[src/rtl/core/frm_pkg.sv]
// ----------------------------------------------------------------------------
// frm_pkg
// Shared widths, register map, reset values and controller/datapath
// command and status types for the frame rate window meter.
// ----------------------------------------------------------------------------
`default_nettype none

package frm_pkg;

  // Payload field widths
  localparam int TS_W   = 63;
  localparam int IV_W   = 32;
  localparam int RATE_W = 40;
  localparam int EVT_W  = 11;
  localparam int FRAC_W = 8;

  // Configuration port
  localparam int DATA_W = 32;
  localparam int ADDR_W = 3;
  localparam int IDX_W  = ADDR_W - 2;

  // Register indexes
  localparam logic [IDX_W-1:0] REG_TICK_FREQ = '0;

  // Reset and default values
  localparam logic [DATA_W-1:0] FREQ_RESET     = 32'd1000000;
  localparam int                WINDOW_DEFAULT = 100;

  // Commands from the controller to the datapath
  typedef struct packed {
    logic accept;    // latch timestamp, advance event count
    logic diff;      // form interval and numerator
    logic sum;       // update ring, sum, pointer; arm divider
    logic div_step;  // one quotient bit
    logic load_out;  // move finished result into output register
  } ctrl_cmd_t;

  // Status from the datapath to the controller
  typedef struct packed {
    logic div_done;  // current divider step is the last one
  } ctrl_sts_t;

endpackage

`default_nettype wire

[src/rtl/core/frm_datapath.sv]
// ----------------------------------------------------------------------------
// frm_datapath
// Interval ring, running sum, event count, numerator multiply and a
// restoring divider producing one quotient bit per cycle.
// ----------------------------------------------------------------------------
`default_nettype none

module frm_datapath #(
  parameter int WINDOW = frm_pkg::WINDOW_DEFAULT
) (
  input  wire logic                        clk,
  input  wire logic                        rst_n,
  input  wire frm_pkg::ctrl_cmd_t          cmd,
  output frm_pkg::ctrl_sts_t               sts,
  input  wire logic [frm_pkg::DATA_W-1:0]  tick_freq,
  input  wire logic [frm_pkg::TS_W-1:0]    timestamp,
  output logic      [frm_pkg::RATE_W-1:0]  rate_q8,
  output logic                             no_rate,
  output logic      [frm_pkg::EVT_W-1:0]   event_count
);

  localparam int PTR_W  = (WINDOW > 1) ? $clog2(WINDOW) : 1;
  localparam int CNT_W  = $clog2(WINDOW + 1);
  localparam int SUM_W  = frm_pkg::IV_W + PTR_W;
  localparam int PROD_W = frm_pkg::DATA_W + CNT_W;
  localparam int NUM_W  = PROD_W + frm_pkg::FRAC_W;
  localparam int DCNT_W = $clog2(NUM_W);

  localparam logic [PTR_W-1:0]  PTR_LAST  = PTR_W'(WINDOW - 1);
  localparam logic [CNT_W-1:0]  CNT_MAX   = CNT_W'(WINDOW);
  localparam logic [DCNT_W-1:0] DCNT_INIT = DCNT_W'(NUM_W - 1);

  // Interval ring
  logic [frm_pkg::IV_W-1:0] ring_mem [WINDOW];
  logic [frm_pkg::IV_W-1:0] ring_rd_r;
  logic                     ring_we;

  // Event state
  logic [frm_pkg::TS_W-1:0] ts_r;
  logic [frm_pkg::TS_W-1:0] last_ts_r;
  logic [CNT_W-1:0]         cnt_r;
  logic                     first_r;
  logic [PTR_W-1:0]         ptr_r;
  logic                     wrapped_r;
  logic [SUM_W-1:0]         sum_r;
  logic [frm_pkg::IV_W-1:0] diff_r;
  logic [NUM_W-1:0]         num_r;

  // Divider
  logic [SUM_W-1:0]         rem_r;
  logic [NUM_W-1:0]         quo_r;
  logic [DCNT_W-1:0]        dcnt_r;
  logic [SUM_W:0]           trial;
  logic                     trial_ge;

  // Output register
  logic [frm_pkg::RATE_W-1:0] rate_out_r;
  logic                       no_rate_out_r;
  logic [frm_pkg::EVT_W-1:0]  evt_out_r;

  logic [frm_pkg::TS_W-1:0]   ts_delta;
  logic [frm_pkg::IV_W-1:0]   old_iv;
  logic [PROD_W-1:0]          prod;
  logic [frm_pkg::RATE_W-1:0] rate_sat;

  // Read the ring every cycle; written only on a non-first event
  assign ring_we = cmd.sum && !first_r;

  always_ff @(posedge clk) begin
    if (ring_we) begin
      ring_mem[ptr_r] <= diff_r;
    end
    ring_rd_r <= ring_mem[ptr_r];
  end

  // Entries ahead of the first wrap were never written: treat as zero
  assign old_iv = wrapped_r ? ring_rd_r : '0;

  // Interval modulo 2^63, saturated to 32 bits
  assign ts_delta = ts_r - last_ts_r;
  assign prod     = PROD_W'(tick_freq) * PROD_W'(cnt_r);

  // Control state: count, pointer, wrap flag, sum
  always_ff @(posedge clk) begin
    if (!rst_n) begin
      cnt_r     <= '0;
      first_r   <= 1'b0;
      ptr_r     <= '0;
      wrapped_r <= 1'b0;
      sum_r     <= '0;
      last_ts_r <= '0;
      dcnt_r    <= '0;
    end else begin
      if (cmd.accept) begin
        first_r <= (cnt_r == '0);
        if (cnt_r < CNT_MAX) begin
          cnt_r <= cnt_r + 1'b1;
        end
      end
      if (cmd.sum) begin
        last_ts_r <= ts_r;
        if (!first_r) begin
          sum_r <= sum_r - SUM_W'(old_iv) + SUM_W'(diff_r);
          if (ptr_r == PTR_LAST) begin
            ptr_r     <= '0;
            wrapped_r <= 1'b1;
          end else begin
            ptr_r <= ptr_r + 1'b1;
          end
        end
        dcnt_r <= DCNT_INIT;
      end else if (cmd.div_step) begin
        dcnt_r <= dcnt_r - 1'b1;
      end
    end
  end

  // Payload: timestamp, interval, numerator
  always_ff @(posedge clk) begin
    if (cmd.accept) begin
      ts_r <= timestamp;
    end
    if (cmd.diff) begin
      diff_r <= (|ts_delta[frm_pkg::TS_W-1:frm_pkg::IV_W]) ? '1
                                                            : ts_delta[frm_pkg::IV_W-1:0];
      num_r  <= {prod, {frm_pkg::FRAC_W{1'b0}}};
    end
  end

  // Restoring divide step against the running sum
  assign trial    = {rem_r, quo_r[NUM_W-1]};
  assign trial_ge = (trial >= {1'b0, sum_r});

  always_ff @(posedge clk) begin
    if (cmd.sum) begin
      rem_r <= '0;
      quo_r <= num_r;
    end else if (cmd.div_step) begin
      rem_r <= trial_ge ? SUM_W'(trial - {1'b0, sum_r}) : trial[SUM_W-1:0];
      quo_r <= {quo_r[NUM_W-2:0], trial_ge};
    end
  end

  assign sts.div_done = (dcnt_r == '0);

  // Saturate the quotient to the rate width
  assign rate_sat = (|quo_r[NUM_W-1:frm_pkg::RATE_W]) ? '1 : quo_r[frm_pkg::RATE_W-1:0];

  always_ff @(posedge clk) begin
    if (cmd.load_out) begin
      no_rate_out_r <= (sum_r == '0);
      rate_out_r    <= (sum_r == '0) ? '0 : rate_sat;
      evt_out_r     <= frm_pkg::EVT_W'(cnt_r);
    end
  end

  assign rate_q8     = rate_out_r;
  assign no_rate     = no_rate_out_r;
  assign event_count = evt_out_r;

endmodule

`default_nettype wire

[config.mk]
export PLATFORM = sky130hd
export DESIGN_NAME = frm_datapath
export DESIGN_NICKNAME = d
export VERILOG_FILES = /design/src/rtl/core/frm_pkg.sv /design/src/rtl/core/frm_datapath.sv
export SDC_FILE = /design/constraint.sdc
export NUM_CORES = 2
export LEC_CHECK = 0
export ABC_AREA = 1
export BUFFER_PORTS_ARGS = -buffer_cell sky130_fd_sc_hd__buf_2
export CORE_UTILIZATION = 48
export DETAILED_ROUTE_END_ITERATION = 12
export SETUP_SLACK_MARGIN = 0.4
export SLEW_MARGIN = 20
export SYNTH_ARGS = -nofsm -noshare
export SYNTH_HDL_FRONTEND = slang
export SYNTH_SLANG_ARGS = --single-unit
[constraint.sdc]
create_clock -name clk -period 6.03 [get_ports clk]
set_input_delay 1.206 -clock clk [delete_from_list [all_inputs] [get_ports clk]]
set_output_delay 1.206 -clock clk [all_outputs]
set_load 0.02 [all_outputs]
* Word-level counts from Yosys, hierarchy flattened
Memories as Yosys holds them, arrays and structs flattened. A register that Yosys moved wholly into a read port is not among the register bits. Index checks and enable logic that the tools add are counted.
Storage, ports and cells: register bits 392, bits in writable memories 3200, input port bits 102, output and inout bits 53, logic and storage cells 53, memories kept 1
Operators by class: $add $sub $neg 7, $mul 1, $lt $le $gt $ge 2, eq/ne operators 1, multiplexer cells 10, bitwise operators 2, reduce and logical (&&, ||, !) cells 12
Memory list:
- ring_mem | depth 100, width 32, rd ports 1, clocked after memory_dff 1, write ports 1, line frm_datapath.sv:34 | logic [frm_pkg::IV_W-1:0] ring_mem [WINDOW];
Operators by type and width (count):
- $mux 47 | 2
- $sub 63x63->63 | 1
- $ge 40x39->1 | 1
- $mux 40 | 1
- $add 39x32->39 | 1
- $logic_not 39->1 | 1
- $mul 32x7->39 | 1
- $mux 39 | 1
- $sub 39x32->39 | 1
- $sub 39x39->39 | 1
- $mux 32 | 1
- $reduce_or 31->1 | 1
- $add 7x1->7 const B | 2
- $mux 6 | 2
- $eq 7x7->1 const B | 1
- $logic_not 7->1 | 1
- $lt 7x7->1 const B | 1
- $mux 7 | 1
- $reduce_or 7->1 | 1
- $logic_not 6->1 | 1
- $sub 6x1->6 const B | 1
- $reduce_and 2->1 | 2
- $reduce_and 3->1 | 1
- $mux 1 | 2
- other kinds (5) | 6

* Depth between registers and ports, before layout
depth after elaboration 4, gate-level depth with buffers 25, depth with buffers taken out 23

* Least setup slack after synthesis
Ideal clock, no wire load.
path kind input port to flip-flop, start point input port tick_freq[7] (netlist name), end point register num_r[43] (data pin), library setup time 0.252 ns, arrival time 5.010 ns, required time 5.778 ns, path slack 0.768 ns, stages on the path 21, buffers on the path 0, cell sequence nand2_1 -> inv_1 -> fa_1 -> fa_1 -> fa_1 -> inv_1 -> fa_1 -> inv_1 -> ha_1 -> nand2_1 -> inv_1 -> a21oi_1 -> nand2_1 -> a21oi_1 -> o21ai_0 -> a21oi_1 -> o21ai_0 -> nand2_1 -> nand2_1 -> nand2_1 -> nand2_1
On the way: cells in the longest elaborated chain, start to end 1
Ends and longest elaborated chain:
- start: declaration | line frm_datapath.sv:15 | input wire logic [frm_pkg::DATA_W-1:0] tick_freq,
- $mul 32x7->39 | line frm_datapath.sv:81 | assign prod = PROD_W'(tick_freq) * PROD_W'(cnt_r);
- via prod[35] | line frm_datapath.sv:63 | logic [PROD_W-1:0] prod;
- end signal: assignment | line frm_datapath.sv:126 | num_r <= {prod, {frm_pkg::FRAC_W{1'b0}}};
- end: declaration | line frm_datapath.sv:47 | logic [NUM_W-1:0] num_r;
The timed path passes the listed nets, and every way through them passes these cells. A chain may end at the register's enable or synchronous reset.

* Final worst setup path
start point register cnt_r[2], end point register num_r[43] (data pin)
On the way: cells in the longest elaborated chain, start to end 1
Ends and longest elaborated chain:
- start: declaration | line frm_datapath.sv:41 | logic [CNT_W-1:0] cnt_r;
- start signal: assignment | line frm_datapath.sv:97 | cnt_r <= cnt_r + 1'b1;
- $mul 32x7->39 | line frm_datapath.sv:81
- via prod[35] | line frm_datapath.sv:63
The timed path passes the listed nets, and every way through them passes these cells.

==> results.sh <==
export IMPL_drt_iter0_markers=13300
export IMPL_syn_instance_count=12300
export IMPL_p_clk_frac=0.397
export IMPL_design_area_mm2=0.173
export IMPL_combPwrFrac=0.127
export IMPL_viasPerCell=6.00
export IMPL_worstSetupPathType="reg -> reg"
export IMPL_cp_start_kind="register"
export IMPL_p_switching_uw=15500
export IMPL_cts_buffers=379
export IMPL_synthTopCellsByCount="edfxtp_1, nand2_1, inv_1"
export IMPL_drive_gt1_frac=0.0986
export IMPL_syn_to_final_growth_pct=13.5
export IMPL_tightest_slew_ns=1.21
export IMPL_gp_congestion=0.933
export IMPL_ys_async_sr_fraction=0
export IMPL_synth_edf_count=3429
export IMPL_regToRegSetupSlack_ns=0.72
export IMPL_endpoint_kind="register"
export IMPL_p_int_uw=43100
export IMPL_seq_power_share=0.475
export IMPL_io_pins=155
export IMPL_ys_flop_type="edfxtp_1"
export IMPL_synth_top_area_share=0.676
export IMPL_worst_hold_slack_ns=0.392
export IMPL_die_y_um=565
export IMPL_place_area_mm2=0.161
export IMPL_layout_setup_ws_ns=0.723
export IMPL_grt_pass1_wl_um=722000
export IMPL_nFillCells=26400
export IMPL_fin_setup_tns_ns=0
export IMPL_maxCapViolations=0
export IMPL_fmax_ghz=0.188
export IMPL_avgSynthCellArea_um2=12.4
export IMPL_grt_pass1_vias=97800
export IMPL_powerDensity_mw_per_mm2=339
export IMPL_cp_required_ns=6.75
export IMPL_place_port_buffers=150
export IMPL_finalSetupViolCount=0
export IMPL_rows=206
export IMPL_period_needed_ns=5.31
export IMPL_grt_overflow=0
export IMPL_dpl_hpwl_um=325000
export IMPL_clock_skew_ns=0.0851
export IMPL_power_uw=58600
export IMPL_core_area_mm2=0.315
export IMPL_crit_fanout=19
export IMPL_hold_viol=0
export IMPL_drc=0
export IMPL_crit_arrival_ns=6.03
export IMPL_grt_use_total=0.316
export IMPL_synth_most_common_cell="edfxtp_1"
export IMPL_cts_resized=0
export IMPL_leakagePower_uw=0.0629
export IMPL_path_clk_slew_ns=0.07
export IMPL_die_w_um=565
export IMPL_htreeDepth=5
export IMPL_grt_max_degree=100
export IMPL_wire_per_inst_um=29.8
export IMPL_synth_seq_area_share=0.701
export IMPL_cts_tree="yes"
export IMPL_multi_input_area_mm2=0.0392
export IMPL_clk_latency_ns=0.99
export IMPL_hp_class="in -> reg"
export IMPL_netlist_top_cells_area="edfxtp_1, nand2_1, inv_1"
export IMPL_cts_hold_buffers=0
export IMPL_cts_sinks=3624
export IMPL_die_area_mm2=0.320
export IMPL_initial_core_util=0.483
export IMPL_slew_headroom=0.193
export IMPL_dp_slack_ns=0.171
export IMPL_wl_um=513000
export IMPL_vias=103000
export IMPL_synth_cell_types=55
export IMPL_yosysWarningCount=0
export IMPL_slew_viol_final=0
export IMPL_status="completed"
export IMPL_ant_nets=0
export IMPL_dr_pass1_iters=6
export IMPL_fin_nets=13200
export IMPL_synth_seq_cells=3624
export IMPL_cts_buffer_depth=4
export IMPL_antenna_found_initial=44
export IMPL_yosys_area_top_type="edfxtp_1"
export IMPL_ir_worst_vdd_mv=0.251
export IMPL_regArea_mm2=0.107
export IMPL_post_route_period_util=0.880
export IMPL_clock_root_buffer="clkbuf_16"
export IMPL_rsz0062_at_grt="false"
export IMPL_synth_area_mm2=0.152
export IMPL_postCtsSetupRepairBufs=0
export IMPL_switching_share=0.264
[path summary, 6_finish.rpt]
| kind | startpoint | cells past startpoint | to |
|---|---|---|---|
| min | timestamp[1] | 1 | ts_r[1]$_DFFE_PP_ |
| max reg2reg | cnt_r[2]$_SDFFE_PN0P_ | 19 | num_r[43]$_DFFE_PP_ |
| min reg2reg | last_ts_r[6]$_SDFFE_PN0P_ | 2 | last_ts_r[6]$_SDFFE_PN0P_ |
| max | cnt_r[2]$_SDFFE_PN0P_ | 19 | num_r[43]$_DFFE_PP_ |
[routing by layer]
layer / part of all wire / vias up / global-route usage
met3: 0.097 / 909 / 0.0518
met5: 0.00022 / - / 0
met1: 0.40 / 52000 / 0.443
li1: - / 44600 / -
met2: 0.46 / 5623 / 0.494
met4: 0.043 / 16 / 0.126
[sequential cells by signal, indices dropped and copies added, names as in the netlist, 39 cells and up]
| name | count |
|---|---|
| ring_mem | 3200 |
| quo_r | 47 |
| sum_r | 39 |
| rem_r | 39 |
| ts_r | 63 |
| rate_q8 | 40 |
| last_ts_r | 63 |
| num_r | 39 |
[cell type report]
class                      count  area share
sequential                  3624       0.618
multi-input combinational   6810       0.226
clock buffer                 474      0.0583
tap                         4160      0.0301
inverter                    1343      0.0292
timing repair buffer         552      0.0253
clock inverter               223      0.0127
antenna                       17    0.000246
[logic make-up after synthesis]
kind of cell | count (synthesis) | share of synthesized area
compound gates | 1939 | 0.0848
fa+ha+maj | 388 | 0.0409
flops | 3624 | 0.701
xor+xnor | 125 | 0.00718
buf+inv | 1853 | 0.0474
other cells | 1 | 0.0000246
simple gates | 4354 | 0.118
[layout by cell type (no fill, tap or decap), drive strengths merged, types with 40 or more instances in the layout]
master	instances
clkinv	175
nand3	256
o21ai	462
fa	183
buf	552
inv	1343
a221oi	339
a21oi	418
nor3	40
a22o	98
nand2	3018
edfxtp	3429
xor2	60
a22oi	390
dfxtp	195
xnor2	65
clkbuf	474
nor2	597
ha	205
nand4	404
[critical path: stages (launching register included)]
cell and delay, ns:
dfxtp_2 0.67, buf_12 0.24, nand2_1 0.06, inv_1 0.07
fa_1 0.45, fa_1 0.52, fa_1 0.52, inv_1 0.06
fa_1 0.48, inv_1 0.04, ha_1 0.35, nand2_1 0.11
nor2_1 0.15, nand2_1 0.14, o21ai_0 0.44, a21oi_1 0.17
o21ai_0 0.29, nand2_1 0.12, nand3_1 0.09, nand2_1 0.06
[power by group through the flow]
stage               registers [uW]  logic [uW]  clock network (uW)
CTS                          27800        7360               23500
global placement             28300        7340                   0
floorplan                    28300        4630                   0
finish                       27800        7460               23300
detailed placement           28400        7320                   0
global route                 27800        8090               24400
[through the flow]
| stage | std cells | utilization |
|---|---|---|
| 5_1_grt | 17200 | 0.548 |
| 4_1_cts | 17200 | 0.548 |
| 2_1_floorplan | 12300 | - |
| 3_5_place_dp | 16500 | 0.509 |
| 6_report | 17200 | 0.548 |
| 3_3_place_gp | 16500 | 0.509 |
Note: power is estimated with default switching activity, not from simulation.
