[src/rtl/core/frm_pkg.sv]
// ----------------------------------------------------------------------------
// frm_pkg
// Shared widths, register map, reset values and controller/datapath
// command and status types for the frame rate window meter.
// ----------------------------------------------------------------------------
`default_nettype none

package frm_pkg;

  // Payload field widths
  localparam int TS_W   = 63;
  localparam int IV_W   = 32;
  localparam int RATE_W = 40;
  localparam int EVT_W  = 11;
  localparam int FRAC_W = 8;

  // Configuration port
  localparam int DATA_W = 32;
  localparam int ADDR_W = 3;
  localparam int IDX_W  = ADDR_W - 2;

  // Register indexes
  localparam logic [IDX_W-1:0] REG_TICK_FREQ = '0;

  // Reset and default values
  localparam logic [DATA_W-1:0] FREQ_RESET     = 32'd1000000;
  localparam int                WINDOW_DEFAULT = 100;

  // Commands from the controller to the datapath
  typedef struct packed {
    logic accept;    // latch timestamp, advance event count
    logic diff;      // form interval and numerator
    logic sum;       // update ring, sum, pointer; arm divider
    logic div_step;  // one quotient bit
    logic load_out;  // move finished result into output register
  } ctrl_cmd_t;

  // Status from the datapath to the controller
  typedef struct packed {
    logic div_done;  // current divider step is the last one
  } ctrl_sts_t;

endpackage

`default_nettype wire

[src/rtl/core/frm_regs.sv]
// ----------------------------------------------------------------------------
// frm_regs
// APB-style register file holding the tick frequency.
// ----------------------------------------------------------------------------
`default_nettype none

module frm_regs (
  input  wire logic                        clk,
  input  wire logic                        rst_n,
  input  wire logic                        psel,
  input  wire logic                        penable,
  input  wire logic                        pwrite,
  input  wire logic [frm_pkg::ADDR_W-1:0]  paddr,
  input  wire logic [frm_pkg::DATA_W-1:0]  pwdata,
  output logic      [frm_pkg::DATA_W-1:0]  prdata,
  output logic                             pready,
  output logic      [frm_pkg::DATA_W-1:0]  tick_freq
);

  logic [frm_pkg::DATA_W-1:0] freq_r;
  logic [frm_pkg::DATA_W-1:0] freq_nxt;
  logic [frm_pkg::IDX_W-1:0]  reg_idx;
  logic                       wr_en;

  assign reg_idx = paddr[frm_pkg::ADDR_W-1:2];
  assign pready  = 1'b1;
  assign wr_en   = psel && penable && pwrite && pready;

  // Write the tick frequency on a completed write transaction
  always_comb begin
    freq_nxt = freq_r;
    if (wr_en && (reg_idx == frm_pkg::REG_TICK_FREQ)) begin
      freq_nxt = pwdata;
    end
  end

  always_ff @(posedge clk) begin
    if (!rst_n) begin
      freq_r <= frm_pkg::FREQ_RESET;
    end else begin
      freq_r <= freq_nxt;
    end
  end

  // Read back; unmapped addresses read zero
  always_comb begin
    prdata = '0;
    if (reg_idx == frm_pkg::REG_TICK_FREQ) begin
      prdata = freq_r;
    end
  end

  assign tick_freq = freq_r;

endmodule

`default_nettype wire

[config.mk]
export PLATFORM = sky130hd
export DESIGN_NAME = frm_regs
export DESIGN_NICKNAME = d
export VERILOG_FILES = /design/src/rtl/core/frm_pkg.sv /design/src/rtl/core/frm_regs.sv
export SDC_FILE = /design/constraint.sdc
export NUM_CORES = 1
export LEC_CHECK = 0
export BUFFER_PORTS_ARGS = -buffer_cell sky130_fd_sc_hd__buf_2
export CORE_UTILIZATION = 46
export CTS_BUF_LIST = sky130_fd_sc_hd__clkbuf_4 sky130_fd_sc_hd__clkbuf_8
export CTS_CLUSTER_SIZE = 30
export DETAILED_ROUTE_END_ITERATION = 8
export PLACE_DENSITY = 0.89
export SLEW_MARGIN = 20
export SYNTH_ARGS = -nofsm -noshare
export SYNTH_HDL_FRONTEND = slang
export SYNTH_SLANG_ARGS = --single-unit
[constraint.sdc]
create_clock -name clk -period 2.4 [get_ports clk]
set_input_delay 0.12 -clock clk [delete_from_list [all_inputs] [get_ports clk]]
set_output_delay 0.12 -clock clk [all_outputs]
set_load 0.005 [all_outputs]
After elaboration in Yosys (flattened, before gate mapping)
Cells that the tools add are included.
{"block": "totals", "reg_bits": 32, "output_inout_bits": 65, "input_bits": 40}
{"block": "op_classes", "bitwise_logic": 1, "muxes": 1, "n_reduce_logical": 3}
{"cell": "two-way mux 32 bit", "count": 1}
{"cell": "logical AND 1 bit", "count": 3}
{"cell": "inverter 1 bit", "count": 1}

Depth between registers and ports, before layout
Gate-level depths: netlist of run 1.
{"block": "depth", "word_depth": 3, "ltp_mapped": 4}

Worst setup path after synthesis of run 1
OpenSTA, ideal clock, no wires.
{"block": "synth_timing", "path_kind": "input to register", "startpoint": "input paddr[2] (netlist bit)", "endpoint": "register freq_r, in the netlist tick_freq[0]", "path_buffers": 2, "path_slack_ns": 1.540, "path_stages": 4, "arrival_ns": 0.789, "t_required_ns": 2.328, "cell_sequence": "and4b_1 > buf_6 > buf_12 > mux2i_1"}
{"block": "synth_via", "elab_chain_len": 2}
{"item": "start: declaration", "line_no": "frm_regs.sv:13", "text": "input wire logic [frm_pkg::ADDR_W-1:0] paddr,"}
{"item": "inverter 1 bit"}
{"item": "logical AND 1 bit", "line_no": "frm_regs.sv:32", "text": "if (wr_en && (reg_idx == frm_pkg::REG_TICK_FREQ)) begin"}
{"item": "end signal: assignment", "line_no": "frm_regs.sv:39", "text": "freq_r <= frm_pkg::FREQ_RESET;"}
{"item": "end signal: assignment", "line_no": "frm_regs.sv:41", "text": "freq_r <= freq_nxt;"}
{"item": "end: declaration", "line_no": "frm_regs.sv:20", "text": "logic [frm_pkg::DATA_W-1:0] freq_r;"}
No other way between the ends.
A chain may end at the register's enable or synchronous reset.

Final worst setup path of run 1
{"block": "layout_timing", "startpoint": "register freq_r, in the netlist tick_freq[30]", "endpoint": "output prdata[30] (netlist bit)"}
{"block": "layout_via", "elab_chain_len": 1}
{"item": "two-way mux 32 bit", "line_no": "frm_regs.sv:48", "text": "if (reg_idx == frm_pkg::REG_TICK_FREQ) begin"}
{"item": "end: declaration", "line_no": "frm_regs.sv:15", "text": "output logic [frm_pkg::DATA_W-1:0] prdata,"}
No other way between the ends.

==> results by group, run 1 <==
Floorplanning
  – Die width: 60.5 um
  – Ports: 105
  – Core Rows: 20
  – Die height: 60.5 um
  – Core area: 3150 um2
  – Initial Util: 49.9%
  – Die ar.: 3660 um2

Clock tree
  – # H-tree levels: 2
  – Root buf cell: clkbuf_4
  – Clock transition at path regs: 0.09 ns
  – CTS Buffer Depth: 2
  – Post-CTS Setup Bufs: 0
  – CTS tree: built
  – Worst-skew pair later-pin latency: 0.33 ns
  – Num CTS Buffers: 5
  – Sink Count: 32

Worst setup path
  – R2R Setup Slk: 1.74 ns
  – WP data required: 2.28 ns
  – Crit path launch: tick_freq[30]$_SDFFE_PN0P_
  – Worst Setup End Kind: output port
  – Worst Setup Path Type: flip-flop to output port
  – Slowest CP cell: dfxtp_1
  – Worst EP arrival: 1.01 ns
  – CP top delay family: flip-flops
  – CP Buf/Inv Count: 1
  – Startpoint type of the worst setup path: flip-flop
  – Worst Reg2Reg Path Length in Cells: 2
  – CP Depth: 2
  – Setup crit end: prdata[30]
  – CP max FO: 3
  – Reg2reg start: tick_freq[21]$_SDFFE_PN0P_
  – Cell breakdown of the critical path: nor2b_1 -> buf_2
  – Critical R2R Capture: tick_freq[21]$_SDFFE_PN0P_
  – Worst path max stage delay: 0.36 ns

Logic synthesis
  – Synth warnings: 0
  – Syn_area_per_cell: 8.89 um2
  – Yosys reg bits: 32
  – Synth Instances: 177
  – Net Count, Synth: 217
  – Cell Area, Synth: 1570 um2
  – Seq/Total Area, Yosys: 40.7%
  – Yosys cell types: 12

Route
  – DR WL/cell: 10.7 um
  – Drt first pass iters: 4
  – Vias: 1,473
  – Avg Vias per Cell: 4.63
  – Final wirelength: 3400 um
  – ANT nets after route: 0
  – Initial DRC count: 41
  – DRC viols: 0

STA
  – Finish-stage setup viols: 0
  – Min Clock Period, post-route: 1.13 ns
  – Worst slew margin: 37.6%
  – Setup TNS: 0 ns
  – Max frequency: 885 MHz
  – Tightest Pin Transition: 0.936 ns
  – Worst clock skew: 0 ns
  – Final worst path period share: 47.1%
  – RSZ-0062 raised after global routing: no
  – Slew Limit Fails: 0
  – Fin Hold WS: 0.0219 ns
  – Post-route setup slack: 1.27 ns
  – Hold Violations, Final: 0

Finish
  – Inserted Diodes: 0
  – Fin util: 67.3%
  – Area growth syn-to-layout: 34.8%
  – Share of layout cells above drive strength 1: 41.6%
  – # nets final: 313
  – Max reg flops: 32

GRT
  – Total GRT Usage: 18.9%
  – Global route overflow: 0
  – Number of global-route vias before repair: 1,160
  – Initial antenna violation count: 0
  – Largest net degree at the start of global routing: 65
  – First-pass GRT wire length: 4970 um

Pwr
  – Total Power: 1.01 mW
  – Static Leak: 1.04 nW
  – Max VDD drop: 0.452 mV
  – Pwr/cell area: 478 nW/um2

Worst hold path
  – Class of the worst hold path: input pin to flip-flop

Place
  – DP Worst Slack: 1.00 ns
  – Port Buffers: 101
  – Final estimated routing congestion in global placement: 0.667
  – Detail Placement HPWL: 2450 um

Outcome
  – Status: finished, final reports clean

Flow run
  – Max-Cap Viols: 0
power breakdown:
part           internal (mW)  total (mW)  switching, mW
Clock                  0.167       0.338          0.171
Combinational         0.0658       0.125         0.0595
Sequential             0.542       0.550        0.00768
Total                  0.775        1.01          0.238
layer usage:
| layer | wire length (um) | vias to the layer above | GRT usage (%) |
|---|---|---|---|
| li1 | - | 745 | - |
| met1 | 1430 | 656 | 19.0 |
| met2 | 1660 | 64 | 33.1 |
| met3 | 249 | 8 | 7.04 |
| met4 | 58 | 0 | 11.7 |
| met5 | 0 | - | 0 |
Yosys cell counts:
library cell	n	share of area [%]
nand2_1	50	12
nor2b_1	44	18
dfxtp_1	32	41
mux2i_1	32	20
clkbuf_1	9	2.1
buf_12	3	3.8
and2b_2	2	1.1
and4b_1	1	0.64
buf_2	1	0.32
buf_4	1	0.48
buf_6	1	0.72
conb_1	1	0.24
placed cells by master, fill, tap and decap left out:
cell type / n
clkbuf_4: 7
buf_2: 101
dlygate4sd3_1: 1
and2b_2: 2
mux2i_1: 32
nand2_1: 50
dfxtp_1: 32
and4b_2: 1
nor2b_1: 44
clkbuf_8: 1
buf_12: 1
conb_1: 1
buf_4: 1
through the flow:
stage	area, um2	cells
6_report	2120	318
5_1_grt	2120	318
4_1_cts	2120	318
3_5_place_dp	2040	309
3_3_place_gp	2040	309
2_1_floorplan	1570	177
timing repair:
action	in CTS	in global routing
endpoints found under the hold margin	1	0
hold buffers	1	0
resized for setup	0	0
worst register-to-register path: stages, from the launching register on:
cell	delay [ns]
dfxtp_1	0.37
nand2_1	0.07
mux2i_1	0.17
worst min path at each step:
stage | start | end | slack, ns | cells past startpoint
6_report | pwdata[25] | tick_freq[25]$_SDFFE_PN0P_ | 0.02 | 3
5_1_grt | pwdata[20] | tick_freq[20]$_SDFFE_PN0P_ | 0.01 | 3
4_1_cts | pwdata[2] | tick_freq[2]$_SDFFE_PN0P_ | 0.004 | 3
3_5_place_dp | pwdata[25] | tick_freq[25]$_SDFFE_PN0P_ | 0.37 | 3
3_3_place_gp | pwdata[12] | tick_freq[12]$_SDFFE_PN0P_ | 0.37 | 3
2_1_floorplan | pwdata[0] | tick_freq[0]$_SDFFE_PN0P_ | 0.26 | 2
cell families after synthesis:
| family | synth area share [%] |
|---|---|
| multiplexers | 20.4 |
| flip-flops | 40.7 |
| buffers and inverters | 7.48 |
| other | 0.238 |
| AND/OR/NAND/NOR | 31.2 |
final cells by class:
type | count | area (um2)
clock buffers | 8 | 66.3
flip-flops and latches | 32 | 641
repair buffers | 104 | 543
multi-input cells | 130 | 816
fillers | 285 | 1030
well taps | 44 | 55.1
Note: power is estimated with default switching activity, not from simulation.
==> inputs of run 2 (changes only) <==
- CORE_UTILIZATION: 46 -> 39
- PLACE_DENSITY: 0.89 -> 0.81
- clock period: 2.4 -> 1 ns (I/O delays scaled with it)
==> run 2 against run 1 <==
Against the previous run:
- flip-flop and latch count unchanged
- cell area up 3.8%
- via count increased by 0.14%
- final cell count is 1.9% higher
- clock-buffer cell count is the same
- critical endpoint is now prdata[31]
- largest power group unchanged
- critical path type unchanged
- core utilization is 8.9 points lower
- combinational power grew to 2.5 times the previous value
- non-clock buffer count up 2
- clock power rose to 3.0 times the previous value
- first-iteration DRC count is 29% higher
- register-to-register slack got worse by 1.4 ns
- sequential share of layout area fell by 1.0 points
==> results by group, run 2 (synthesis results as in run 1) <==
Worst setup path
  – Startpoint type of the worst setup path: flip-flop (unchanged)
  – WP data required: 0.95 ns (was 2.28 ns)
  – Worst Setup End Kind: output port (unchanged)
  – Worst Reg2Reg Path Length in Cells: 2 (unchanged)
  – Worst EP arrival: 0.90 ns (was 1.01 ns)
  – CP max FO: 3 (unchanged)
  – Worst Setup Path Type: flip-flop to output port (unchanged)
  – R2R Setup Slk: 0.38 ns (was 1.74 ns)
  – Critical R2R Capture: tick_freq[15]$_SDFFE_PN0P_ (was tick_freq[21]$_SDFFE_PN0P_)
  – Reg2reg start: tick_freq[15]$_SDFFE_PN0P_ (was tick_freq[21]$_SDFFE_PN0P_)

Clock tree
  – CTS Buffer Depth: 2 (unchanged)
  – CTS tree: built (unchanged)
  – Worst-skew pair later-pin latency: 0.27 ns (was 0.33 ns)
  – Post-CTS Setup Bufs: 0 (unchanged)
  – Sink Count: 32 (unchanged)
  – Num CTS Buffers: 5 (unchanged)
  – Clock transition at path regs: 0.06 ns (was 0.09 ns)
  – # H-tree levels: 2 (unchanged)
  – Root buf cell: clkbuf_8 (was clkbuf_4)

Floorplanning
  – Initial Util: 41.7% (was 49.9%)
  – Core area: 3770 um2 (was 3150 um2)
  – Die width: 65.5 um (was 60.5 um)
  – Ports: 105 (unchanged)
  – Core Rows: 22 (was 20)
  – Die height: 65.5 um (was 60.5 um)
  – Die ar.: 4290 um2 (was 3660 um2)

Finish
  – Commonest non-fill, non-tap cell in the layout: buf_2 (unchanged)
  – Inserted Diodes: 0 (unchanged)
  – Share of layout cells above drive strength 1: 43.5% (was 41.6%)
  – Fillers: 369 (was 285)
  – # nets final: 315 (was 313)
  – Area growth syn-to-layout: 39.9% (was 34.8%)
  – Commonest cells after routing, fill and taps aside: buf_2 (101), nand2_1 (50), nor2b_1 (42) (was buf_2 (101), nand2_1 (50), nor2b_1 (44))
  – Max reg flops: 32 (unchanged)

Pwr
  – Sequential share of power: 49.6% (was 54.3%)
  – Comb pwr share: 11.9% (was 12.4%)
  – Switching share of power: 21.6% (was 23.5%)
  – Switching power: 0.574 mW (was 0.238 mW)
  – Static Leak: 1.07 nW (was 1.04 nW)
  – Max VDD drop: 0.784 mV (was 0.452 mV)
  – Internal power: 2.09 mW (was 0.775 mW)
  – Pwr/cell area: 1210 nW/um2 (was 478 nW/um2)
  – Clock share of power: 38.5% (was 33.3%)

STA
  – Post-route setup slack: 0.0525 ns (was 1.27 ns)
  – Hold Violations, Final: 0 (unchanged)
  – RSZ-0062 raised after global routing: no (unchanged)
  – Finish-stage setup viols: 0 (unchanged)
  – Min Clock Period, post-route: 0.948 ns
  – Slew Limit Fails: 0 (unchanged)
  – Setup TNS: 0 ns (unchanged)
  – Max frequency: 1060 MHz
  – Final worst path period share: 94.8%
  – Worst clock skew: 0 ns (unchanged)

Route
  – Drt first pass iters: 3 (was 4)
  – DR WL/cell: 10.1 um (was 10.7 um)
  – Initial DRC count: 53 (was 41)
  – Vias: 1,475 (was 1,473)
  – ANT nets after route: 0 (unchanged)
  – Avg Vias per Cell: 4.55 (was 4.63)
  – Final wirelength: 3280 um (was 3400 um)
  – DRC viols: 0 (unchanged)

Worst hold path
  – WHS Endpoint: tick_freq[0]$_SDFFE_PN0P_ (was tick_freq[25]$_SDFFE_PN0P_)
  – Hold Path Depth: 3 (unchanged)
  – Class of the worst hold path: input pin to flip-flop (unchanged)
  – Hold Startpoint: pwdata[0] (was pwdata[25])

GRT
  – Total GRT Usage: 16.1% (was 18.9%)
  – Global route overflow: 0 (unchanged)
  – Initial antenna violation count: 0 (unchanged)
  – First-pass GRT wire length: 5280 um (was 4970 um)
  – Largest net degree at the start of global routing: 42 (was 65)
  – Number of global-route vias before repair: 1,254 (was 1,160)

Place
  – Port Buffers: 101 (unchanged)
  – Detail Placement HPWL: 2470 um (was 2450 um)
  – DP Worst Slack: 0.00388 ns (was 1.00 ns)
  – Final estimated routing congestion in global placement: 0.655 (was 0.667)

Outcome
  – Status: finished, final reports clean (unchanged)

Flow run
  – Max-Cap Viols: 0 (unchanged)
==> run 2: what timing repair did <==
action                                  in CTS  in global routing
endpoints found under the setup margin       0                  3
hold buffers                                 0                  0
resized for setup                            0                  3
==> run 2: layout make-up <==
cell class	count	area (um2)	area share [%]
multi-input cells	130	821	37.3
flip-flops and latches	32	642	29.2
well taps	48	60.1	2.73
clock buffers	8	97.6	4.43
repair buffers	106	581	26.4
==> run 2: power by group through the flow <==
stage | clock, mW | combinational (mW) | sequential, mW
after global placement | 0 | 0.312 | 1.35
after global routing | 1.13 | 0.356 | 1.32
final | 1.02 | 0.316 | 1.32
after CTS | 1.08 | 0.323 | 1.32
after detailed placement | 0 | 0.322 | 1.35
after floorplan | 0 | 0.171 | 1.35
==> run 2: how the worst max path moves through the flow <==
stage	end	from	slack [ns]
after floorplan	tick_freq[0]$_SDFFE_PN0P_	paddr[2]	0.21
after global placement	tick_freq[24]$_SDFFE_PN0P_	paddr[2]	0.06
after detailed placement	tick_freq[15]$_SDFFE_PN0P_	paddr[2]	0.004
after CTS	prdata[31]	tick_freq[31]$_SDFFE_PN0P_	0.04
after global routing	prdata[26]	tick_freq[26]$_SDFFE_PN0P_	0.001
final	prdata[31]	tick_freq[31]$_SDFFE_PN0P_	0.05
==> run 2: critical path, cell delays in order, from the launching register on <==
cell	delay, ns
dfxtp_1	0.32
and2b_2	0.18
buf_2	0.13
==> run 2: layer usage <==
layer | share of wire (%) | vias up | wire length (um) | GRT usage [%]
li1 | - | 753 | - | -
met1 | 42 | 655 | 1370 | 16.2
met2 | 51 | 58 | 1660 | 30.0
met3 | 5.4 | 9 | 178 | 4.17
met4 | 2.1 | 0 | 70 | 8.15
met5 | 0 | - | 0 | 0
==> run 2: per-stage QoR <==
step / power (mW) / hold WS (ns) / util [%] / cells / cell area, um2
2_1_floorplan: 1.52 / 0.192 / - / 177 / 1570
3_3_place_gp: 1.66 / 0.298 / 55.6 / 316 / 2100
3_5_place_dp: 1.67 / 0.303 / 55.6 / 316 / 2100
4_1_cts: 2.72 / 0.00559 / 58.2 / 324 / 2190
5_1_grt: 2.81 / 0.0105 / 58.4 / 324 / 2200
6_report: 2.66 / 0.0180 / 58.4 / 324 / 2200
