[config.mk]
export PLATFORM = sky130hd
export DESIGN_NAME = frm_ctrl
export DESIGN_NICKNAME = d
export VERILOG_FILES = /design/src/rtl/core/frm_pkg.sv /design/src/rtl/core/frm_ctrl.sv
export SDC_FILE = /design/constraint.sdc
export NUM_CORES = 1
export LEC_CHECK = 0
export BUFFER_PORTS_ARGS = -buffer_cell sky130_fd_sc_hd__buf_2
export CORE_AREA = 8 8 45 47
export CTS_CLUSTER_DIAMETER = 80
export DETAILED_ROUTE_END_ITERATION = 16
export DIE_AREA = 0 0 53 55
export PLACE_DENSITY = 0.46
export SYNTH_ARGS = -nofsm -noshare
export SYNTH_HDL_FRONTEND = slang
export SYNTH_SLANG_ARGS = --single-unit
[constraint.sdc]
create_clock -name clk -period 1.1 [get_ports clk]
set_input_delay 0.055 -clock clk [delete_from_list [all_inputs] [get_ports clk]]
set_output_delay 0.055 -clock clk [all_outputs]
set_load 0.005 [all_outputs]
[src/rtl/core/frm_pkg.sv]
// ----------------------------------------------------------------------------
// frm_pkg
// Shared widths, register map, reset values and controller/datapath
// command and status types for the frame rate window meter.
// ----------------------------------------------------------------------------
`default_nettype none

package frm_pkg;

  // Payload field widths
  localparam int TS_W   = 63;
  localparam int IV_W   = 32;
  localparam int RATE_W = 40;
  localparam int EVT_W  = 11;
  localparam int FRAC_W = 8;

  // Configuration port
  localparam int DATA_W = 32;
  localparam int ADDR_W = 3;
  localparam int IDX_W  = ADDR_W - 2;

  // Register indexes
  localparam logic [IDX_W-1:0] REG_TICK_FREQ = '0;

  // Reset and default values
  localparam logic [DATA_W-1:0] FREQ_RESET     = 32'd1000000;
  localparam int                WINDOW_DEFAULT = 100;

  // Commands from the controller to the datapath
  typedef struct packed {
    logic accept;    // latch timestamp, advance event count
    logic diff;      // form interval and numerator
    logic sum;       // update ring, sum, pointer; arm divider
    logic div_step;  // one quotient bit
    logic load_out;  // move finished result into output register
  } ctrl_cmd_t;

  // Status from the datapath to the controller
  typedef struct packed {
    logic div_done;  // current divider step is the last one
  } ctrl_sts_t;

endpackage

`default_nettype wire

[src/rtl/core/frm_ctrl.sv]
// ----------------------------------------------------------------------------
// frm_ctrl
// Sequencer for one frame event: interval, ring update, divide, deliver.
// ----------------------------------------------------------------------------
`default_nettype none

module frm_ctrl (
  input  wire logic               clk,
  input  wire logic               rst_n,
  input  wire logic               in_valid,
  output logic                    in_ready,
  output logic                    out_valid,
  input  wire logic               out_ready,
  output frm_pkg::ctrl_cmd_t      cmd,
  input  wire frm_pkg::ctrl_sts_t sts
);

  typedef enum logic [4:0] {
    ST_IDLE = 5'b00001,
    ST_DIFF = 5'b00010,
    ST_SUM  = 5'b00100,
    ST_DIV  = 5'b01000,
    ST_DONE = 5'b10000
  } state_t;

  state_t state_r;
  state_t state_nxt;
  logic   out_valid_r;
  logic   out_valid_nxt;

  // Next state and commands
  always_comb begin
    state_nxt = state_r;
    cmd       = '0;
    in_ready  = 1'b0;
    case (state_r)
      ST_IDLE: begin
        in_ready = 1'b1;
        if (in_valid) begin
          cmd.accept = 1'b1;
          state_nxt  = ST_DIFF;
        end
      end
      ST_DIFF: begin
        cmd.diff  = 1'b1;
        state_nxt = ST_SUM;
      end
      ST_SUM: begin
        cmd.sum   = 1'b1;
        state_nxt = ST_DIV;
      end
      ST_DIV: begin
        cmd.div_step = 1'b1;
        if (sts.div_done) begin
          state_nxt = ST_DONE;
        end
      end
      ST_DONE: begin
        if (!out_valid_r || out_ready) begin
          cmd.load_out = 1'b1;
          state_nxt    = ST_IDLE;
        end
      end
      default: begin
        state_nxt = ST_IDLE;
      end
    endcase
  end

  // Hold the result until the receiver takes it
  always_comb begin
    out_valid_nxt = out_valid_r;
    if (cmd.load_out) begin
      out_valid_nxt = 1'b1;
    end else if (out_ready) begin
      out_valid_nxt = 1'b0;
    end
  end

  always_ff @(posedge clk) begin
    if (!rst_n) begin
      state_r     <= ST_IDLE;
      out_valid_r <= 1'b0;
    end else begin
      state_r     <= state_nxt;
      out_valid_r <= out_valid_nxt;
    end
  end

  assign out_valid = out_valid_r;

endmodule

`default_nettype wire

# After elaboration in Yosys (flattened, before gate mapping)
# Index checks and enable logic that the tools add are counted.
# W data, S select, Z words.
# classes
eq_ne	8
muxes	14
reduce_logical	4
# ops
operator	count
$pmux W5 S5	1
$mux W5	3
$mux W1	10
$ne A2 B2 Y1 const B	3
$eq A5 B1 Y1 const B	1
$eq A5 B2 Y1 const B	1
$eq A5 B3 Y1 const B	1
$eq A5 B4 Y1 const B	1
$eq A5 B5 Y1 const B	1
$reduce_and A3 Y1	1
$reduce_bool A2 Y1	1
$logic_not A1 Y1	1
$logic_or A1 B1 Y1	1
# totals
input_bits	5
out_inout_bits	7
regBits	6
wordCells	28

# Logic depth before layout (Yosys ltp)
# Gate-level depths: netlist of the first run.
# logic_depth
word_depth	5
depth_mapped	5

# Least setup slack after synthesis of the first run
# Ideal clock, no wire load.
# synth_path
path_type	register to register
startpoint	register state_r[0]
endpoint	register state_r[0]
stages_incl_launch_ff	5
path_buffers	1
t_arrival_ns	0.913
setup_slack_ns	0.072
cell_sequence	dfxtp_1 > buf_2 > nor3_2 > nand4b_1 > a31o_1
# synth_via
elab_chain_len	3
# synth_lines
item	line	rtl
from (decl)	frm_ctrl.sv:26	state_t state_r;
from (signal assigned)	frm_ctrl.sv:85	state_r <= state_nxt;
$eq A5 B5 Y1 (tied with other cells)	frm_ctrl.sv:36	case (state_r)
$ne A2 B2 Y1 (no source line)	-	
$reduce_and A3 Y1 (no source line)	-	
# Several ways; a longest one is shown, not always the timed one.
# A chain may end at the register's enable or synchronous reset.

==> results of run 1 <==
==> metal layers <==
layer | track usage (%) | vias up | part of all wire [%]
li1 | - | 179 | -
met1 | 6.40 | 169 | 39
met3 | 2.41 | 4 | 6.5
met2 | 12.7 | 11 | 51
met4 | 7.76 | 0 | 4.0
met5 | 0 | - | 0
==> report_power, final <==
part	switching, µW	internal (µW)	total (µW)
Combinational	51.9	77.2	129
Sequential	12.2	224	236
Clock	79.3	123	203
Total	143	424	568
==> timing repair <==
action	in CTS	in global routing
cloned	0	0
endpoints found under the setup margin	7	8
pin swaps	3	2
buffers inserted	3	1
resized for setup	14	2
hold buffers	0	0
==> per-stage QoR <==
step / setup slack, ps / setup TNS, ps / power, µW / hold WS [ps]
3_5_place_dp: -2.28 / -2.28 / 330 / 316
2_1_floorplan: 71.8 / 0 / 291 / 201
4_1_cts: -130 / -564 / 579 / 56.6
6_report: -127 / -605 / 568 / 63.2
5_1_grt: -217 / -1060 / 604 / 67.8
3_3_place_gp: 28.7 / 0 / 329 / 309
==> cell usage after synthesis (2+ instances only) <==
| master | number | area [µm²] |
|---|---|---|
| a21oi_1 | 2 | 10.0 |
| buf_4 | 2 | 15.0 |
| and3_1 | 2 | 12.5 |
| nor2_1 | 4 | 15.0 |
| inv_1 | 3 | 11.3 |
| dfxtp_1 | 6 | 120 |
| nor4_1 | 2 | 12.5 |
| nand2b_1 | 2 | 12.5 |
| o21ai_0 | 2 | 10.0 |
| nand3b_1 | 2 | 15.0 |
| nand4b_1 | 2 | 17.5 |
==> cells by family (layout without fill, tap and decap cells) <==
| kind of cell | Yosys count | after routing |
|---|---|---|
| AO/OA/AOI/OAI | 7 | 7 |
| flip-flops | 6 | 6 |
| AND/OR/NAND/NOR | 20 | 20 |
| buffers and inverters | 6 | 24 |
| XOR/XNOR | 1 | 1 |
==> worst reg2reg max path: stages, from the launching register on <==
cell,delay (ps)
dfxtp_4,360
nor3_4,210
nand3b_1,150
buf_4,170
a31o_1,190
==> final cells by class <==
type                            instances  area [µm²]  area share, %
Tap cell                               16        20.0           3.91
Timing Repair Buffer                   18         119           23.2
Clock buffer                            3        22.5           4.40
Inverter                                3        11.3           2.20
Sequential cell                         6         134           26.2
Multi-Input combinational cell         28         205           40.1
==> registers in the layout, summed over array words and instances, names as in the netlist <==
name and cells:
out_valid 1, state_r 5
==> worst max path at each step <==
stage	to	slack, ps
4_1_cts	cmd[2]	-130
2_1_floorplan	state_r[0]	70
3_3_place_gp	state_r[0]	30
6_report	cmd[2]	-130
3_5_place_dp	state_r[0]	-2
5_1_grt	cmd[2]	-220
==> out/metrics.yaml, run 1 <==
start_util_pct: 24.3
relSlewSlack_pct: 86.5
ys_seq_area_share_pct: 35.7
worst_setup_path_start_kind: "register"
dr.pass1.iters: 4
drv_slew: 0
antenna_cells: 0
routabilityCongestion: 0.723
critical_path_depth: 3
r2r-end: "state_r[0]"
post-route-period-util_pct: 112
first_iter_violations: 5
grt_pass1_wl_mm: 1.52
cts_buffers: 3
antenna_found_initial: 0
drt_wl_total_mm: 1.00
std_cell_rows: 14
ir_drop_mv: 0.394
synth_edf_count: 0
rsz0062_at_grt: "true"
stdcell_count: 74
reg2reg_from: "state_r[0]"
synth_simple_gate_area_share_pct: 38.7
layout_commonest_cell: "buf_2"
post_drt_wl_per_cell_um: 13.6
synth_top_family_by_area: "simple AND/OR/NAND/NOR gates"
outcome: "finished, violations left"
design_area_um2: 512
path_cells: "or2b_1 -> nor4_1 -> buf_2"
synth_ff_type: "dfxtp_1"
end_kind: "primary output"
placed_area_um2: 414
path_buf_inv: 1
vias_per_cell: 4.91
drc: 0
syn2layout_area_growth_pct: 52.0
dpl.cell_count: 67
fin_util_pct: 37.0
root_buffer: "clkbuf_4"
power_density_nw_per_um2: 1110
hp-class: "primary input to register"
path_delay_family: "simple AND/OR/NAND/NOR gates"
drive_gt1_share_pct: 53.4
cts_sinks: 6
crit_required_ps: 1040
reg2reg_slack_ps: -90
ctsHtreeMaxLevel: 1
path_class: "register to primary output"
setup_slack_ps: -127
synthAdderAreaFrac_pct: 0
ys_types: 22
async_flop_share_pct: 0
min_from: "in_valid"
grt_max_degree: 8
maxCapViolations: 0
worstMarginPinSlew_ps: 201
synthXorXnorAreaFrac_pct: 2.60
num_vias: 363
tritoncts: "yes"
ff2ff_path_depth: 4
ios: 12
clk_latency_ps: 240
die_w_um: 53
port-buffer-count: 11
cp.arrival_ps: 1170
cts.reportedPaths.clkPinSlew_ps: 40
ys_ff_latch: 6
globalRoute.totalOverflow: 0
gr-usage-all-layers_pct: 7.33
muxShareOfSynthArea_pct: 0
ys_warn_count: 0
final_cell_mix: "buf_2 (11), buf_4 (4)"
fin_nets: 65
violations: "negative setup slack"
report.final.setup_viol: 8
avgSynthCellArea_um2: 8.41
syn_area_um2: 337
clock_path_buffers: 2
fillers: 156
synth_compound_area_share_pct: 13.8
clock_skew_ps: 1.33
critPathLaunch: "state_r[2]"
finalHoldViolations: 0
grt_pass1_vias: 360
drtAntennaViolNets: 0
path_max_fanout: 7
fp.dieArea_um2: 2920
chipHeight_um: 55
core_um2: 1380
syn_inst: 40
hpwl_um: 673
max_freq_mhz: 815
holdPathEnd: "state_r[1]"
leakagePower_uw: 0.000235
critPathMaxStageDelay_ps: 390
slowest_stage: "dfxtp_4"
syn-num-nets: 45
min_path_cells: 2
min_period_ps: 1230
No activity file was read; power rests on OpenSTA's default activity.
==> run 2, diff against run 1 <==
- RECOVER_POWER: not set -> 100
==> run 2 against run 1 <==
The run still ends with negative setup slack left. Sequential share of layout area increased by 0.064 points. Clock skew about the same. Sequential power about the same. Core utilization decreased by 0.090 points. Non-clock buffer count unchanged. Hold slack improved by 2.6 ps. Register-to-register slack about the same. Critical path depth unchanged. Sequential cell count unchanged. Clock-buffer cell count unchanged. Final cell count unchanged. Setup slack improved by 0.93 ps.
==> out/metrics.yaml, run 2 (synthesis results as in run 1) <==
num_vias: 358  # -1.4%
root_buffer: "clkbuf_4"
clockPowerShare_pct: 35.6  # about the same
routabilityCongestion: 0.723  # unchanged
crit_required_ps: 1040  # about the same
violations: "negative setup slack"
clock_path_buffers: 2  # unchanged
tritoncts: "yes"
start_util_pct: 24.3  # unchanged
p_int_uw: 424  # about the same
post_drt_wl_per_cell_um: 13.7  # +1.4%
p_comb_share_pct: 22.8  # about the same
min_period_ps: 1230  # -0.927 ps
std_cell_rows: 14  # unchanged
grt_max_degree: 8  # unchanged
grt_pass1_wl_mm: 1.52  # unchanged
drv_slew: 0  # unchanged
hpwl_um: 673  # unchanged
setup_slack_ps: -126  # +0.927 ps
max_flop_register: "state_r"
ios: 12  # unchanged
post-route-period-util_pct: 111  # about the same
cts.reportedPaths.clkPinSlew_ps: 40  # about the same
globalRoute.totalOverflow: 0  # unchanged
path_max_fanout: 7  # unchanged
worstMarginPinSlew_ps: 201  # -0.000477 ps
cp.arrival_ps: 1170  # about the same
syn2layout_area_growth_pct: 51.7
fin_nets: 65  # unchanged
max_freq_mhz: 816  # about the same
dr.pass1.iters: 4  # unchanged
outcome: "finished, violations left"
antenna_cells: 0  # unchanged
path_class: "register to primary output"
port-buffer-count: 11  # unchanged
final_cell_mix: "buf_2 (10), clkbuf_4 (4)"
drtAntennaViolNets: 0  # unchanged
first_iter_violations: 9  # +4
grt_pass1_vias: 360  # unchanged
hold_ws_ps: 65.8  # +2.63 ps
relSlewSlack_pct: 86.5  # unchanged
clock_skew_ps: 1.63  # +0.303 ps
path_buf_inv: 1  # unchanged
cts_sinks: 6  # unchanged
report.final.setup_viol: 8  # unchanged
power.switching_uw: 143  # -0.53%
drc: 0  # unchanged
power_density_nw_per_um2: 1110  # about the same
path_delay_family: "simple AND/OR/NAND/NOR gates"
ir_drop_mv: 0.391  # -0.78%
hp-class: "primary input to register"
rsz0062_at_grt: "true"
worst_setup_path_start_kind: "register"
p_sw_share_pct: 25.2  # -0.092 points
largest_reg_flops: 5  # unchanged
fin_setup_tns_ps: -590  # +14.6 ps
path_cells: "or2b_1 -> nor4_1 -> buf_2"
die_w_um: 53  # unchanged
cts_buffers: 3  # unchanged
vias_per_cell: 4.84  # -1.4%
end_kind: "primary output"
critPathMaxStageDelay_ps: 390  # about the same
slowest_stage: "dfxtp_4"
drive_gt1_share_pct: 51.7  # -1.7 points
chipHeight_um: 55  # unchanged
seq_power_share_pct: 41.6  # about the same
maxCapViolations: 0  # unchanged
ctsHtreeMaxLevel: 1  # unchanged
finalHoldViolations: 0  # unchanged
core_um2: 1380  # unchanged
fp.dieArea_um2: 2920  # unchanged
leakagePower_uw: 0.000231  # -1.8%
drt_wl_total_mm: 1.02  # +1.4%
antenna_found_initial: 0  # unchanged
cts_hold_buf: 0  # unchanged
layout_commonest_cell: "buf_2"
gr-usage-all-layers_pct: 7.33  # unchanged
clk_latency_ps: 240  # about the same
## run 2: changes by cell type in the layout (fill, tap and decap cells not counted), sizes merged
cell and delta:
buf -2, clkbuf +2
## run 2: area by class of cell
cell class / count / area [µm²]
multi-input combinational: 28 / 205
sequential: 6 / 134
inverter: 3 / 11.3
fill: 156 / 873
timing repair buffer: 18 / 118
tap: 16 / 20.0
clock buffer: 3 / 22.5
## run 2: what timing repair did
item | 4_1_cts | 5_1_grt
pin swaps | 3 | 2
buffers inserted | 3 | 1
resized for setup | 14 | 2
endpoints found under the setup margin | 7 | 8
## run 2: power by group through the flow
stage | combinational (µW) | clock, µW | sequential, µW
after floorplan | 55.8 | 0 | 235
after global placement | 86.8 | 0 | 243
after detailed placement | 87.7 | 0 | 242
after CTS | 126 | 216 | 237
after global routing | 141 | 226 | 236
final | 129 | 202 | 236
## run 2: per-stage QoR
stage          instances  utilization [%]  setup slack, ps  total power, µW  instance area [µm²]
2_1_floorplan         40                -             71.8              291                  337
3_3_place_gp          67             29.9             28.7              329                  414
3_5_place_dp          67             29.9            -2.28              330                  414
4_1_cts               73             36.0             -130              579                  498
5_1_grt               74             36.9             -217              604                  510
6_report              74             36.9             -126              567                  510
## run 2: worst paths after layout
check             startpoint         end  slack, ps  cells past startpoint
setup reg to reg  state_r[0]  state_r[0]        -80                      4
hold / removal      in_valid  state_r[1]         70                      2
hold reg to reg    out_valid   out_valid        480                      2
setup / recovery  state_r[2]      cmd[2]       -130                      3
## run 2: per-layer routing
metal  track usage, %  part of all wire [%]  routed length (µm)  vias up
li1                 -                     -                   -      179
met1             6.40                    40                 406      168
met2             12.7                    52                 526        9
met3             2.41                   5.5                  56        2
met4             7.76                   2.7                  27        0
met5                0                     0                   0        -
==> run 3, diff against run 2 <==
- BUFFER_PORTS_ARGS: -buffer_cell sky130_fd_sc_hd__buf_2 -> -buffer_cell sky130_fd_sc_hd__buf_4
==> run 3 against run 2 <==
The run still ends with negative setup slack left. Largest cell class unchanged. Critical endpoint is now cmd[4]. Setup slack got worse by 10 ps. Sequential cell count did not move. Largest power group unchanged. Clock skew is 3.4 ps higher. Highest routed layer unchanged.
==> out/metrics.yaml, run 3 (synthesis results as in run 1) <==
outcome: "finished, violations left"
violations: "negative setup slack"
grt_pass1_vias: 345  # -4.2%
p_sw_share_pct: 24.6  # -0.52 points
post_drt_wl_per_cell_um: 12.5  # -8.8%
globalRoute.totalOverflow: 0  # unchanged
met1_length_um: 378  # -6.9%
fp.dieArea_um2: 2920  # unchanged
die_w_um: 53  # unchanged
gr-usage-all-layers_pct: 6.66  # -0.67 points
cts_sinks: 6  # unchanged
leakagePower_uw: 0.000231  # -0.15%
end_kind: "primary output"
relSlewSlack_pct: 86.5  # about the same
final_cell_mix: "buf_4 (15), clkbuf_4 (4), nor2_1 (3), inv_1 (3), dfxtp_1 (3)"
tritoncts: "yes"
dr.max_layer_used: "met4"
p_comb_share_pct: 22.4  # -0.4 points
syn2layout_area_growth_pct: 56.1
power.switching_uw: 139  # -2.2%
largest_reg_flops: 5  # unchanged
vias_per_cell: 4.81  # -0.61%
clockPowerShare_pct: 35.3  # -0.3 points
finalHoldViolations: 0  # unchanged
core_um2: 1380  # unchanged
seq_power_share_pct: 42.3  # +0.7 points
fin_nets: 64  # -1.5%
cts.reportedPaths.clkPinSlew_ps: 50  # about the same
grt_pass1_wl_mm: 1.40  # -8.1%
drv_slew: 0  # unchanged
drtAntennaViolNets: 0  # unchanged
start_util_pct: 24.3  # unchanged
ios: 12  # unchanged
worstMarginPinSlew_ps: 200  # -0.348 ps
clock_path_buffers: 2  # unchanged
fin_util_pct: 38.0  # +1.1 points
hold_ws_ps: 60.1  # -5.74 ps
wl_met2_um: 458  # -13%
power_density_nw_per_um2: 1080  # -3.0%
drt_wl_total_um: 915  # -10%
hp-class: "primary input to register"
chipHeight_um: 55  # unchanged
placed_area_um2: 442  # +6.6%
crit_required_ps: 1040  # about the same
maxCapViolations: 0  # unchanged
max_freq_mhz: 809  # -0.84%
layout_commonest_cell: "buf_4"
post-route-period-util_pct: 112  # +0.95 points
num_vias: 351  # -2.0%
max_flop_register: "state_r"
clk_latency_ps: 240  # about the same
routabilityCongestion: 0.711  # -1.7%
cp.arrival_ps: 1180  # about the same
route.met3.wl_um: 61  # +8.9%
rsz0062_at_grt: "true"
seq_area_um2: 129  # -3.7%
stdcell_count: 73  # -1.4%
p_int_uw: 427  # +0.53%
grt_max_degree: 8  # unchanged
hpwl_um: 680  # +1.0%
std_cell_rows: 14  # unchanged
worst_setup_path_start_kind: "register"
path_class: "register to primary output"
port-buffer-count: 11  # unchanged
power_uw: 566  # -0.17%
drc: 0  # unchanged
root_buffer: "clkbuf_4"
drive_gt1_share_pct: 49.1  # -2.6 points
fillers: 148  # -5.1%
path_max_fanout: 7  # unchanged
clock_skew_ps: 5.03  # +3.40 ps
first_iter_violations: 5  # -4
min_period_ps: 1240  # +10.4 ps
dr.pass1.iters: 4  # unchanged
setup_slack_ps: -136  # -10.4 ps
antenna_found_initial: 0  # unchanged
multi_input_area_um2: 211  # +3.0%
cts_buffers: 3  # unchanged
design_area_um2: 526  # +2.9%
ctsHtreeMaxLevel: 1  # unchanged
antenna_cells: 0  # unchanged
report.final.setup_viol: 7  # -1
dpl.cell_count: 67  # unchanged
ir_drop_mv: 0.556  # +42%
-- run 3: power groups by stage --
stage | registers [µW] | clock network (µW) | logic (µW)
after floorplan | 235 | 0 | 55.8
after global placement | 243 | 0 | 100
after detailed placement | 242 | 0 | 99.7
after CTS | 239 | 210 | 122
after global routing | 241 | 222 | 136
final | 240 | 200 | 127
-- run 3: what timing repair did --
item	in CTS	in global routing
hold buffers	0	0
hold endpoints to repair	0	0
pin swaps	1	3
endpoints found under the setup margin	6	8
buffers inserted	2	1
gates resized for setup	9	2
-- run 3: per-layer routing --
metal  vias to the layer above  global-route usage, %
met5                         -                      0
met4                         0                   7.33
met3                         2                   2.14
met2                        11                   10.5
met1                       158                   6.53
li1                        180                      -
-- run 3: cell type report --
| class | instances | area share, % |
|---|---|---|
| well taps | 16 | 3.81 |
| repair buffers | 17 | 25.0 |
| clock buffers | 3 | 4.29 |
| flip-flops and latches | 6 | 24.5 |
| multi-input cells | 28 | 40.2 |
| inverters | 3 | 2.14 |
-- run 3: path summary, 6_finish.rpt --
check / endpoint / slack [ps] / from / depth (start not counted)
setup / recovery: cmd[4] / -140 / state_r[2] / 4
hold / removal: state_r[1] / 60 / in_valid / 2
setup reg to reg: state_r[0] / -30 / state_r[0] / 4
hold reg to reg: out_valid / 490 / out_valid / 2
-- run 3: critical path, stage by stage, from the launching register on --
cell and delay [ps]:
dfxtp_4 360, nor2_1 140, and3_4 210, and2_1 130, buf_4 100
-- run 3: through the flow --
stage          setup TNS, ps  setup slack (ps)
6_report                -565              -136
3_5_place_dp               0              13.5
5_1_grt                 -996              -212
4_1_cts                 -613              -136
2_1_floorplan              0              71.8
3_3_place_gp               0              18.3
